**config.mk**
```make
export PLATFORM = sky130hd
export DESIGN_NAME = heading_pid_differential_drive_unit_flat
export DESIGN_NICKNAME = d
export VERILOG_FILES = /design/src/design/hpdd_pkg.sv /design/src/design/hpdd_channels_if.sv /design/src/design/hpdd_seq.sv /design/src/design/hpdd_datapath.sv /design/src/design/heading_pid_differential_drive_unit.sv /design/src/flat_wrapper.sv
export VERILOG_INCLUDE_DIRS = /design/src /design/src/design
export SDC_FILE = /design/constraint.sdc
export NUM_CORES = 2
export LEC_CHECK = 0
export BUFFER_PORTS_ARGS = -buffer_cell sky130_fd_sc_hd__buf_2
export CORE_ASPECT_RATIO = 0.5
export CORE_UTILIZATION = 60
export DETAILED_ROUTE_END_ITERATION = 10
export PLACE_DENSITY = 0.77
export SLEW_MARGIN = 25
export SYNTH_ARGS = -nofsm -noshare
export SYNTH_HDL_FRONTEND = slang
export SYNTH_HIERARCHICAL = 1
export SYNTH_SLANG_ARGS = --single-unit
```
**constraint.sdc**
```tcl
create_clock -name clk -period 14.9 [get_ports clk]
set_clock_uncertainty 0.15 [all_clocks]
set_input_delay 3.725 -clock clk [delete_from_list [all_inputs] [get_ports clk]]
set_output_delay 3.725 -clock clk [all_outputs]
set_load 0.02 [all_outputs]
```
**src/design/heading_pid_differential_drive_unit_defines.svh**
```systemverilog
// Assertion macros for the heading PID differential drive unit.
// Expects clk and rst in the scope of each use.
`ifndef HEADING_PID_DIFFERENTIAL_DRIVE_UNIT_DEFINES_SVH
`define HEADING_PID_DIFFERENTIAL_DRIVE_UNIT_DEFINES_SVH

// same-cycle implication
`define HPDD_ASSERT_NOW(label, ante, cons, msg) \
  label: assert property (@(posedge clk) disable iff (rst) (ante) |-> (cons)) else $error(msg);

// next-cycle implication
`define HPDD_ASSERT_NEXT(label, ante, cons, msg) \
  label: assert property (@(posedge clk) disable iff (rst) (ante) |=> (cons)) else $error(msg);

`endif

```
**src/design/hpdd_pkg.sv**
```systemverilog
// Package for the heading PID differential drive unit: widths, constants,
// control word and status types, and the microcode program. No dependencies.
package hpdd_pkg;

  localparam int HeadW  = 15;
  localparam int TimeW  = 32;
  localparam int GainW  = 16;
  localparam int ErrW   = 16;
  localparam int DtW    = 16;
  localparam int DivW   = 17;
  localparam int MulW   = 17;
  localparam int ProdW  = 2 * MulW;
  localparam int IntW   = 48;
  localparam int AccW   = 64;
  localparam int SpeedW = 8;
  localparam int CfgIdxW = 2;
  localparam int StepW  = 4;
  localparam int DivCntW = 5;

  localparam logic [CfgIdxW-1:0] CfgPropGain  = 2'd0;
  localparam logic [CfgIdxW-1:0] CfgIntegGain = 2'd1;
  localparam logic [CfgIdxW-1:0] CfgDerivGain = 2'd2;
  localparam logic [CfgIdxW-1:0] CfgTarget    = 2'd3;

  localparam logic [SpeedW-1:0] Neutral  = 8'd92;
  localparam logic [SpeedW-1:0] SpeedMax = 8'd142;
  localparam logic [SpeedW-1:0] SpeedMin = 8'd42;
  localparam logic [SpeedW:0]   SpeedPairSum = 9'd184;
  localparam logic signed [SpeedW-1:0] DriveLimit = 8'sd50;
  localparam logic signed [AccW-1:0] DriveLimitWide = 64'sd50;

  localparam logic signed [AccW-1:0] TermLimit = 64'sh0000_0100_0000_0000;
  localparam logic signed [IntW:0] IntMax = 49'sh0_7FFF_FFFF_FFFF;
  localparam logic signed [IntW:0] IntMin = 49'sh1_8000_0000_0000;

  localparam logic [DivCntW-1:0] DivSteps = 5'd17;
  localparam logic [DivCntW-1:0] DivLast  = 5'd1;

  localparam logic [StepW-1:0] StepDivLoop = 4'd2;
  localparam logic [StepW-1:0] StepDivDone = 4'd3;

  typedef enum logic [1:0] {A_DT, A_PROP, A_INTEG, A_DERIV} mul_a_sel_t;
  typedef enum logic [2:0] {B_ERR, B_INT0, B_INT1, B_INT2, B_DERIV} mul_b_sel_t;
  typedef enum logic [2:0] {
    ACC_NONE, ACC_LOAD, ACC_ADD0, ACC_ADD16, ACC_ADD32, ACC_CLAMP
  } acc_op_t;
  typedef enum logic [1:0] {DIV_NONE, DIV_INIT, DIV_STEP, DIV_DONE} div_op_t;
  typedef enum logic [1:0] {JMP_NONE, JMP_DT_ZERO, JMP_DIV_MORE} jump_t;

  typedef struct packed {
    mul_a_sel_t       a_sel;
    mul_b_sel_t       b_sel;
    logic             mul_en;
    acc_op_t          acc_op;
    logic             int_upd;
    div_op_t          div_op;
    logic             out_load;
    jump_t            jump;
    logic [StepW-1:0] target;
    logic             fin;
  } ctrl_t;

  typedef struct packed {
    logic dt_zero;
    logic div_more;
    logic out_full;
  } stat_t;

  localparam ctrl_t CtrlNop = '{
    a_sel: A_DT, b_sel: B_ERR, mul_en: 1'b0, acc_op: ACC_NONE, int_upd: 1'b0,
    div_op: DIV_NONE, out_load: 1'b0, jump: JMP_NONE, target: '0, fin: 1'b0
  };

  function automatic ctrl_t ucode(input logic [StepW-1:0] step);
    ctrl_t w;
    w = CtrlNop;
    case (step)
      4'd0: begin
        w.a_sel = A_DT; w.b_sel = B_ERR; w.mul_en = 1'b1;
      end
      4'd1: begin
        w.int_upd = 1'b1; w.div_op = DIV_INIT;
        w.jump = JMP_DT_ZERO; w.target = StepDivDone;
      end
      4'd2: begin
        w.div_op = DIV_STEP; w.jump = JMP_DIV_MORE; w.target = StepDivLoop;
      end
      4'd3: begin
        w.div_op = DIV_DONE;
        w.a_sel = A_INTEG; w.b_sel = B_INT0; w.mul_en = 1'b1;
      end
      4'd4: begin
        w.acc_op = ACC_LOAD;
        w.a_sel = A_INTEG; w.b_sel = B_INT1; w.mul_en = 1'b1;
      end
      4'd5: begin
        w.acc_op = ACC_ADD16;
        w.a_sel = A_INTEG; w.b_sel = B_INT2; w.mul_en = 1'b1;
      end
      4'd6: begin
        w.acc_op = ACC_ADD32;
        w.a_sel = A_PROP; w.b_sel = B_ERR; w.mul_en = 1'b1;
      end
      4'd7: begin
        w.acc_op = ACC_CLAMP;
      end
      4'd8: begin
        w.acc_op = ACC_ADD0;
        w.a_sel = A_DERIV; w.b_sel = B_DERIV; w.mul_en = 1'b1;
      end
      4'd9: begin
        w.acc_op = ACC_ADD0;
      end
      4'd10: begin
        w.out_load = 1'b1; w.fin = 1'b1;
      end
      default: begin
        w.fin = 1'b1;
      end
    endcase
    return w;
  endfunction

endpackage

```
**src/design/hpdd_channels_if.sv**
```systemverilog
// Handshake channel interfaces for the heading PID differential drive unit.
// Depends on hpdd_pkg for field widths.
interface hpdd_in_if;
  import hpdd_pkg::*;
  logic                    valid;
  logic                    ready;
  logic signed [HeadW-1:0] heading;
  logic [TimeW-1:0]        time_seconds;
  modport source (output valid, output heading, output time_seconds, input ready);
  modport sink (input valid, input heading, input time_seconds, output ready);
endinterface

interface hpdd_out_if;
  import hpdd_pkg::*;
  logic              valid;
  logic              ready;
  logic [SpeedW-1:0] left_speed;
  logic [SpeedW-1:0] right_speed;
  logic              drive_clamped;
  modport source (output valid, output left_speed, output right_speed,
                  output drive_clamped, input ready);
  modport sink (input valid, input left_speed, input right_speed,
                input drive_clamped, output ready);
endinterface

```
**src/design/hpdd_seq.sv**
```systemverilog
// Microcode sequencer: step counter, program table lookup, conditional jumps.
// Depends on hpdd_pkg for the control word, status and program.
module hpdd_seq (
  input  logic            clk,
  input  logic            rst,
  input  logic            start,
  input  hpdd_pkg::stat_t stat,
  output hpdd_pkg::ctrl_t ctrl,
  output logic            ready
);
  import hpdd_pkg::*;

  logic             busy;
  logic             busy_next;
  logic [StepW-1:0] step;
  logic [StepW-1:0] step_next;
  ctrl_t            word;
  logic             stall;
  logic             taken;

  always_comb begin
    word  = ucode(step);
    stall = word.out_load && stat.out_full;
    taken = (word.jump == JMP_DT_ZERO && stat.dt_zero) ||
            (word.jump == JMP_DIV_MORE && stat.div_more);
    ctrl  = (busy && !stall) ? word : CtrlNop;
    ready = !busy && !rst;
    busy_next = busy;
    step_next = step;
    if (!busy) begin
      if (start) begin
        busy_next = 1'b1;
        step_next = '0;
      end
    end else if (!stall) begin
      if (word.fin) begin
        busy_next = 1'b0;
      end else if (taken) begin
        step_next = word.target;
      end else begin
        step_next = step + 1'b1;
      end
    end
  end

  always_ff @(posedge clk) begin
    if (rst) begin
      busy <= 1'b0;
      step <= '0;
    end else begin
      busy <= busy_next;
      step <= step_next;
    end
  end

endmodule

```
**src/design/hpdd_datapath.sv**
```systemverilog
// Datapath: configuration registers, input capture, shared multiplier,
// accumulator, serial divider and output register. Depends on hpdd_pkg.
module hpdd_datapath (
  input  logic                                clk,
  input  logic                                rst,
  input  logic                                cfg_we,
  input  logic [hpdd_pkg::CfgIdxW-1:0]        cfg_index,
  input  logic [hpdd_pkg::GainW-1:0]          cfg_wdata,
  input  logic                                start,
  input  logic signed [hpdd_pkg::HeadW-1:0]   heading,
  input  logic [hpdd_pkg::TimeW-1:0]          time_seconds,
  input  hpdd_pkg::ctrl_t                     ctrl,
  output hpdd_pkg::stat_t                     stat,
  input  logic                                out_ready,
  output logic                                out_valid,
  output logic [hpdd_pkg::SpeedW-1:0]         left_speed,
  output logic [hpdd_pkg::SpeedW-1:0]         right_speed,
  output logic                                drive_clamped
);
  import hpdd_pkg::*;

  logic [GainW-1:0]        prop_gain;
  logic [GainW-1:0]        integ_gain;
  logic [GainW-1:0]        deriv_gain;
  logic signed [HeadW-1:0] heading_target;

  logic signed [IntW-1:0]  integral_sum;
  logic signed [ErrW-1:0]  last_error;
  logic [TimeW-1:0]        last_time;

  logic signed [ErrW-1:0]  err;
  logic signed [DivW-1:0]  de;
  logic [DtW-1:0]          dt;
  logic signed [DivW-1:0]  deriv;

  logic signed [ErrW-1:0]  error_w;
  logic signed [DivW-1:0]  de_w;
  logic [TimeW-1:0]        diff_w;
  logic [DtW-1:0]          dt_w;

  logic signed [MulW-1:0]  mul_a;
  logic signed [MulW-1:0]  mul_b;
  logic signed [ProdW-1:0] prod;
  logic signed [AccW-1:0]  prod_wide;
  logic signed [AccW-1:0]  acc;
  logic signed [AccW-1:0]  acc_next;
  logic signed [IntW:0]    int_sum_w;

  logic [DivW-1:0]         div_rem;
  logic [DivW-1:0]         div_quo;
  logic [DivCntW-1:0]      div_cnt;
  logic [DivW-1:0]         rem_sh;
  logic [DivW-1:0]         rem_sub;
  logic [DivW-1:0]         de_abs;

  logic signed [AccW-1:0]  drive_full;
  logic signed [SpeedW-1:0] drive;
  logic                    over;

  always_ff @(posedge clk) begin
    if (rst) begin
      prop_gain      <= '0;
      integ_gain     <= '0;
      deriv_gain     <= '0;
      heading_target <= '0;
    end else if (cfg_we) begin
      case (cfg_index)
        CfgPropGain:  prop_gain      <= cfg_wdata;
        CfgIntegGain: integ_gain     <= cfg_wdata;
        CfgDerivGain: deriv_gain     <= cfg_wdata;
        CfgTarget:    heading_target <= cfg_wdata[HeadW-1:0];
        default: ;
      endcase
    end
  end

  always_comb begin
    error_w = {heading_target[HeadW-1], heading_target} - {heading[HeadW-1], heading};
    de_w    = {error_w[ErrW-1], error_w} - {last_error[ErrW-1], last_error};
    diff_w  = time_seconds - last_time;
    dt_w    = (|diff_w[TimeW-1:DtW]) ? {DtW{1'b1}} : diff_w[DtW-1:0];
  end

  always_ff @(posedge clk) begin
    if (rst) begin
      last_error <= '0;
      last_time  <= '0;
    end else if (start) begin
      last_error <= error_w;
      last_time  <= time_seconds;
    end
  end

  always_ff @(posedge clk) begin
    if (start) begin
      err <= error_w;
      de  <= de_w;
      dt  <= dt_w;
    end
  end

  always_comb begin
    case (ctrl.a_sel)
      A_DT:    mul_a = {1'b0, dt};
      A_PROP:  mul_a = {1'b0, prop_gain};
      A_INTEG: mul_a = {1'b0, integ_gain};
      A_DERIV: mul_a = {1'b0, deriv_gain};
      default: mul_a = '0;
    endcase
    case (ctrl.b_sel)
      B_ERR:   mul_b = {err[ErrW-1], err};
      B_INT0:  mul_b = {1'b0, integral_sum[15:0]};
      B_INT1:  mul_b = {1'b0, integral_sum[31:16]};
      B_INT2:  mul_b = {integral_sum[IntW-1], integral_sum[IntW-1:32]};
      B_DERIV: mul_b = deriv;
      default: mul_b = '0;
    endcase
  end

  always_ff @(posedge clk) begin
    if (ctrl.mul_en) begin
      prod <= mul_a * mul_b;
    end
  end

  assign int_sum_w = {integral_sum[IntW-1], integral_sum} +
                     {{(IntW + 1 - ProdW){prod[ProdW-1]}}, prod};

  always_ff @(posedge clk) begin
    if (rst) begin
      integral_sum <= '0;
    end else if (ctrl.int_upd) begin
      if (int_sum_w > IntMax) begin
        integral_sum <= IntMax[IntW-1:0];
      end else if (int_sum_w < IntMin) begin
        integral_sum <= IntMin[IntW-1:0];
      end else begin
        integral_sum <= int_sum_w[IntW-1:0];
      end
    end
  end

  always_comb begin
    prod_wide = {{(AccW - ProdW){prod[ProdW-1]}}, prod};
    case (ctrl.acc_op)
      ACC_LOAD:  acc_next = prod_wide;
      ACC_ADD0:  acc_next = acc + prod_wide;
      ACC_ADD16: acc_next = acc + (prod_wide <<< 16);
      ACC_ADD32: acc_next = acc + (prod_wide <<< 32);
      ACC_CLAMP: begin
        if (acc > TermLimit) begin
          acc_next = TermLimit;
        end else if (acc < -TermLimit) begin
          acc_next = -TermLimit;
        end else begin
          acc_next = acc;
        end
      end
      default: acc_next = acc;
    endcase
  end

  always_ff @(posedge clk) begin
    acc <= acc_next;
  end

  always_comb begin
    de_abs  = de[DivW-1] ? DivW'(-de) : DivW'(de);
    rem_sh  = {div_rem[DivW-2:0], div_quo[DivW-1]};
    rem_sub = rem_sh - {1'b0, dt};
  end

  always_ff @(posedge clk) begin
    if (rst) begin
      div_cnt <= '0;
    end else begin
      case (ctrl.div_op)
        DIV_INIT: div_cnt <= DivSteps;
        DIV_STEP: div_cnt <= div_cnt - 1'b1;
        default: ;
      endcase
    end
  end

  always_ff @(posedge clk) begin
    case (ctrl.div_op)
      DIV_INIT: begin
        div_rem <= '0;
        div_quo <= de_abs;
      end
      DIV_STEP: begin
        if (rem_sh >= {1'b0, dt}) begin
          div_rem <= rem_sub;
          div_quo <= {div_quo[DivW-2:0], 1'b1};
        end else begin
          div_rem <= rem_sh;
          div_quo <= {div_quo[DivW-2:0], 1'b0};
        end
      end
      DIV_DONE: begin
        if (dt == '0) begin
          deriv <= '0;
        end else if (de[DivW-1]) begin
          deriv <= -$signed(div_quo);
        end else begin
          deriv <= $signed(div_quo);
        end
      end
      default: ;
    endcase
  end

  always_comb begin
    drive_full = acc >>> 8;
    over = 1'b0;
    if (drive_full > DriveLimitWide) begin
      drive = DriveLimit;
      over  = 1'b1;
    end else if (drive_full < -DriveLimitWide) begin
      drive = -DriveLimit;
      over  = 1'b1;
    end else begin
      drive = drive_full[SpeedW-1:0];
    end
  end

  always_ff @(posedge clk) begin
    if (ctrl.out_load) begin
      left_speed    <= Neutral + drive;
      right_speed   <= Neutral - drive;
      drive_clamped <= over;
    end
  end

  always_ff @(posedge clk) begin
    if (rst) begin
      out_valid <= 1'b0;
    end else if (ctrl.out_load) begin
      out_valid <= 1'b1;
    end else if (out_ready) begin
      out_valid <= 1'b0;
    end
  end

  always_comb begin
    stat.dt_zero  = (dt == '0);
    stat.div_more = (div_cnt != DivLast);
    stat.out_full = out_valid && !out_ready;
  end

endmodule

```
**src/design/heading_pid_differential_drive_unit.sv**
```systemverilog
// Heading PID controller with differential thrust mixing. An accepted item
// (heading, timestamp) yields one item of left and right thruster commands
// around neutral 92, clamped to 42..142, with a flag when the drive was
// limited to plus or minus 50. A short microcode program drives one shared
// 17x17 multiplier, a 64-bit accumulator and a one-bit-per-cycle divider for
// the derivative. The time to a result is set by the 17 divider steps and the
// six multiplies; a zero elapsed time skips the divider steps. The next item
// is accepted in the same cycle that the result appears at the earliest, and
// no new item is taken while the program for the last one still runs.
// A result still waiting in the output register holds the next program at
// its last step until it is taken.
// Depends on hpdd_pkg, the channel interfaces, hpdd_seq and hpdd_datapath.
`include "heading_pid_differential_drive_unit_defines.svh"

module heading_pid_differential_drive_unit (
  input  logic                         clk,
  input  logic                         rst,
  hpdd_in_if.sink                      in_ch,
  hpdd_out_if.source                   out_ch,
  input  logic                         cfg_we,
  input  logic [hpdd_pkg::CfgIdxW-1:0] cfg_index,
  input  logic [hpdd_pkg::GainW-1:0]   cfg_wdata
);
  import hpdd_pkg::*;

  ctrl_t ctrl;
  stat_t stat;
  logic  seq_ready;
  logic  start;
  logic  speed_in_range;
  logic  speed_mirrored;
  logic  speed_at_limit;

  assign start       = in_ch.valid && seq_ready;
  assign in_ch.ready = seq_ready;

  hpdd_seq u_seq (
    .clk   (clk),
    .rst   (rst),
    .start (start),
    .stat  (stat),
    .ctrl  (ctrl),
    .ready (seq_ready)
  );

  hpdd_datapath u_dp (
    .clk           (clk),
    .rst           (rst),
    .cfg_we        (cfg_we),
    .cfg_index     (cfg_index),
    .cfg_wdata     (cfg_wdata),
    .start         (start),
    .heading       (in_ch.heading),
    .time_seconds  (in_ch.time_seconds),
    .ctrl          (ctrl),
    .stat          (stat),
    .out_ready     (out_ch.ready),
    .out_valid     (out_ch.valid),
    .left_speed    (out_ch.left_speed),
    .right_speed   (out_ch.right_speed),
    .drive_clamped (out_ch.drive_clamped)
  );

  assign speed_in_range = out_ch.left_speed >= SpeedMin && out_ch.left_speed <= SpeedMax &&
                          out_ch.right_speed >= SpeedMin && out_ch.right_speed <= SpeedMax;
  assign speed_mirrored = ({1'b0, out_ch.left_speed} + {1'b0, out_ch.right_speed}) ==
                          SpeedPairSum;
  assign speed_at_limit = out_ch.left_speed == SpeedMin || out_ch.left_speed == SpeedMax;

  `HPDD_ASSERT_NEXT(a_busy_after_accept, in_ch.valid && in_ch.ready, !in_ch.ready, "busy")
  `HPDD_ASSERT_NOW(a_speed_range, out_ch.valid, speed_in_range, "command out of range")
  `HPDD_ASSERT_NOW(a_speed_mirror, out_ch.valid, speed_mirrored, "commands not mirrored")
  `HPDD_ASSERT_NOW(a_clamp_edge, out_ch.valid && out_ch.drive_clamped, speed_at_limit, "clamp")

endmodule
```
**src/flat_wrapper.sv**
```systemverilog
// flat-port wrapper written by rule: the top's interface ports become plain ports
module heading_pid_differential_drive_unit_flat import hpdd_pkg::*;
  (clk, rst, cfg_we, cfg_index, cfg_wdata, in_ch_valid, in_ch_heading, in_ch_time_seconds, in_ch_ready, out_ch_valid, out_ch_left_speed, out_ch_right_speed, out_ch_drive_clamped, out_ch_ready);
  hpdd_in_if in_ch_i ();
  hpdd_out_if out_ch_i ();
  input  logic clk;
  input  logic rst;
  input  logic cfg_we;
  input  logic [hpdd_pkg::CfgIdxW-1:0] cfg_index;
  input  logic [hpdd_pkg::GainW-1:0] cfg_wdata;
  input wire logic [$bits(in_ch_i.valid)-1:0] in_ch_valid;
  input wire logic [$bits(in_ch_i.heading)-1:0] in_ch_heading;
  input wire logic [$bits(in_ch_i.time_seconds)-1:0] in_ch_time_seconds;
  output wire logic [$bits(in_ch_i.ready)-1:0] in_ch_ready;
  output wire logic [$bits(out_ch_i.valid)-1:0] out_ch_valid;
  output wire logic [$bits(out_ch_i.left_speed)-1:0] out_ch_left_speed;
  output wire logic [$bits(out_ch_i.right_speed)-1:0] out_ch_right_speed;
  output wire logic [$bits(out_ch_i.drive_clamped)-1:0] out_ch_drive_clamped;
  input wire logic [$bits(out_ch_i.ready)-1:0] out_ch_ready;
  assign in_ch_i.valid = in_ch_valid;
  assign in_ch_i.heading = in_ch_heading;
  assign in_ch_i.time_seconds = in_ch_time_seconds;
  assign in_ch_ready = in_ch_i.ready;
  assign out_ch_valid = out_ch_i.valid;
  assign out_ch_left_speed = out_ch_i.left_speed;
  assign out_ch_right_speed = out_ch_i.right_speed;
  assign out_ch_drive_clamped = out_ch_i.drive_clamped;
  assign out_ch_i.ready = out_ch_ready;
  heading_pid_differential_drive_unit u_core (.clk(clk), .rst(rst), .in_ch(in_ch_i), .out_ch(out_ch_i), .cfg_we(cfg_we), .cfg_index(cfg_index), .cfg_wdata(cfg_wdata));
endmodule
```
==> metrics <==
Critical Path AT=12400 ps; crit path max fanout=19; Port Buf Inserts=88; first-pass GRT wire length=179000 um; CP startpoint kind=primary input; Routability Congestion=1.01; die area=67300 um2; router iterations before antenna repair=6; Syn Area/Cell=8.58 um2; core area=65200 um2; CP max stage cell=o22ai_1; total power per unit cell area=165 nW/um2; area occupied by multi-input gates=27500 um2; via density per instance=6.30; clock latency on the worst-skew pair=600 ps; max cap viols=0; fmax=81.9 MHz; Die Span Y=184 um; pin count of the biggest net entering global routing=124; GR Overflow Total=0; Syn Std Cell Area=39700 um2; Max VDD drop=267 uV; vias in the first global route=32832; Worst path most repeated cell=fa_1; # DRC=0; Placed Area=40800 um2; Post-CTS Resized=0; commonest cells after routing, fill and taps aside=481 x nand2_1, 464 x inv_1, 435 x nor2_1; initial antenna violation count=4; Worst EP required=15100 ps; share of cells above drive strength 1=7.94%; WL/cell=20.8 um; Starting Density=60.9%; final hold vios=0; Syn-to-layout area delta=6.32%; delay-heaviest family, CP=adder cells; delay of the slowest cell on the worst path=710 ps; final instance area=42300 um2; register area=9800 um2; WHS=305 ps; Buf/Inv on CP=5; post-synthesis cell count=4630; hold_buf cts=0; Max Root-Sink Buffers=3; max-slew violations=0; via count=34795; io pins=89; LEAKAGE=0.0181 uW; Hold Path Class=reg -> reg; placed instance count=5440; min cycle time layout=12210 ps; setup violators final=0; Syn. warnings=6; Setup CP Type=in -> reg; clock sink count=383; status=complete, no violations; CTS Root Cell=clkbuf_16; fin cells=5519; H-tree depth=2; Rel. slew slack=28.5%; GRT Resource Usage Total=33.4%; post-CTS setup buffers=0; first-iteration detailed-routing DRC count=4382; commonest non-fill, non-tap cell in the layout=nand2_1; final worst path period share=81.9%; DP HPWL=87200 um; net count after synthesis=5309; fill count=5473; unrepaired setup endpoints after global routing=no; CP Capture Type=flop; die width=366 um; CTS tree=done; site row count=66; Slew @ Worst Pin=1060 ps; Final #Nets=5278; Detail Route Antenna Nets=0; setup tns final=0 ps; WL final=115000 um; total CTS buffers=41; clk slew on worst S/H paths=70 ps
## through the flow
step / worst slack (ps) / util, % / total power (uW)
finish: 2690 / 64.8 / 6980
global route: 2210 / 64.8 / 7530
CTS: 2490 / 64.7 / 6930
detailed placement: 1860 / 62.6 / 5820
global placement: 2180 / 62.5 / 5700
floorplan: 3080 / - / 4820
## where the power goes
part           total, uW  internal (uW)  switching, uW
Sequential          1560           1370            189
Combinational       4330           1860           2470
Clock               1090            601            484
## worst paths after layout
check,from,end,slack (ps),depth (start not counted)
min reg2reg,u_core/u_dp/deriv_gain[11],u_core/u_dp/deriv_gain[11],300,2
min,u_core/u_dp/deriv_gain[11],u_core/u_dp/deriv_gain[11],300,2
max reg2reg,u_core/u_seq/step[0],u_core/u_dp/prod[32],5060,31
max,out_ch_ready,u_core/u_dp/prod[32],2690,32
## routing by layer
metal	track usage, %	vias to the layer above	share of wire (%)
met5	0	-	0.011
met4	11.5	2	3.9
met3	6.84	314	11
met2	53.6	1721	44
met1	44.9	16510	41
li1	-	16248	-
## registers in the layout, indices dropped and copies added (netlist names), 8 cells and up
| name | flops |
|---|---|
| u_core/u_dp/prop_gain | 16 |
| u_core/u_dp/integral_sum | 48 |
| u_core/u_dp/left_speed | 8 |
| u_core/u_dp/prod | 34 |
| u_core/u_dp/integ_gain | 16 |
| u_core/u_dp/heading_target | 15 |
| u_core/u_dp/div_quo | 17 |
| u_core/u_dp/last_time | 32 |
| u_core/u_dp/de | 17 |
| u_core/u_dp/last_error | 16 |
| u_core/u_dp/deriv_gain | 16 |
| u_core/u_dp/err | 16 |
| u_core/u_dp/deriv | 17 |
| u_core/u_dp/acc | 64 |
| u_core/u_dp/dt | 16 |
| u_core/u_dp/div_rem | 16 |
## final cells by class
cell class / count / area share (%)
diodes: 3 / 0.0178
clock buffers: 53 / 2.77
clock inverters: 23 / 0.539
inverters: 466 / 4.14
multi-input cells: 3583 / 65.0
flip-flops and latches: 383 / 23.2
well taps: 884 / 2.62
repair buffers: 124 / 1.71
## worst min-delay path: stages, from the launching register on
cell and delay, ps:
dfxtp_1 300, nand2_1 50, a21oi_1 50
(Power assumes the default switching activity.)
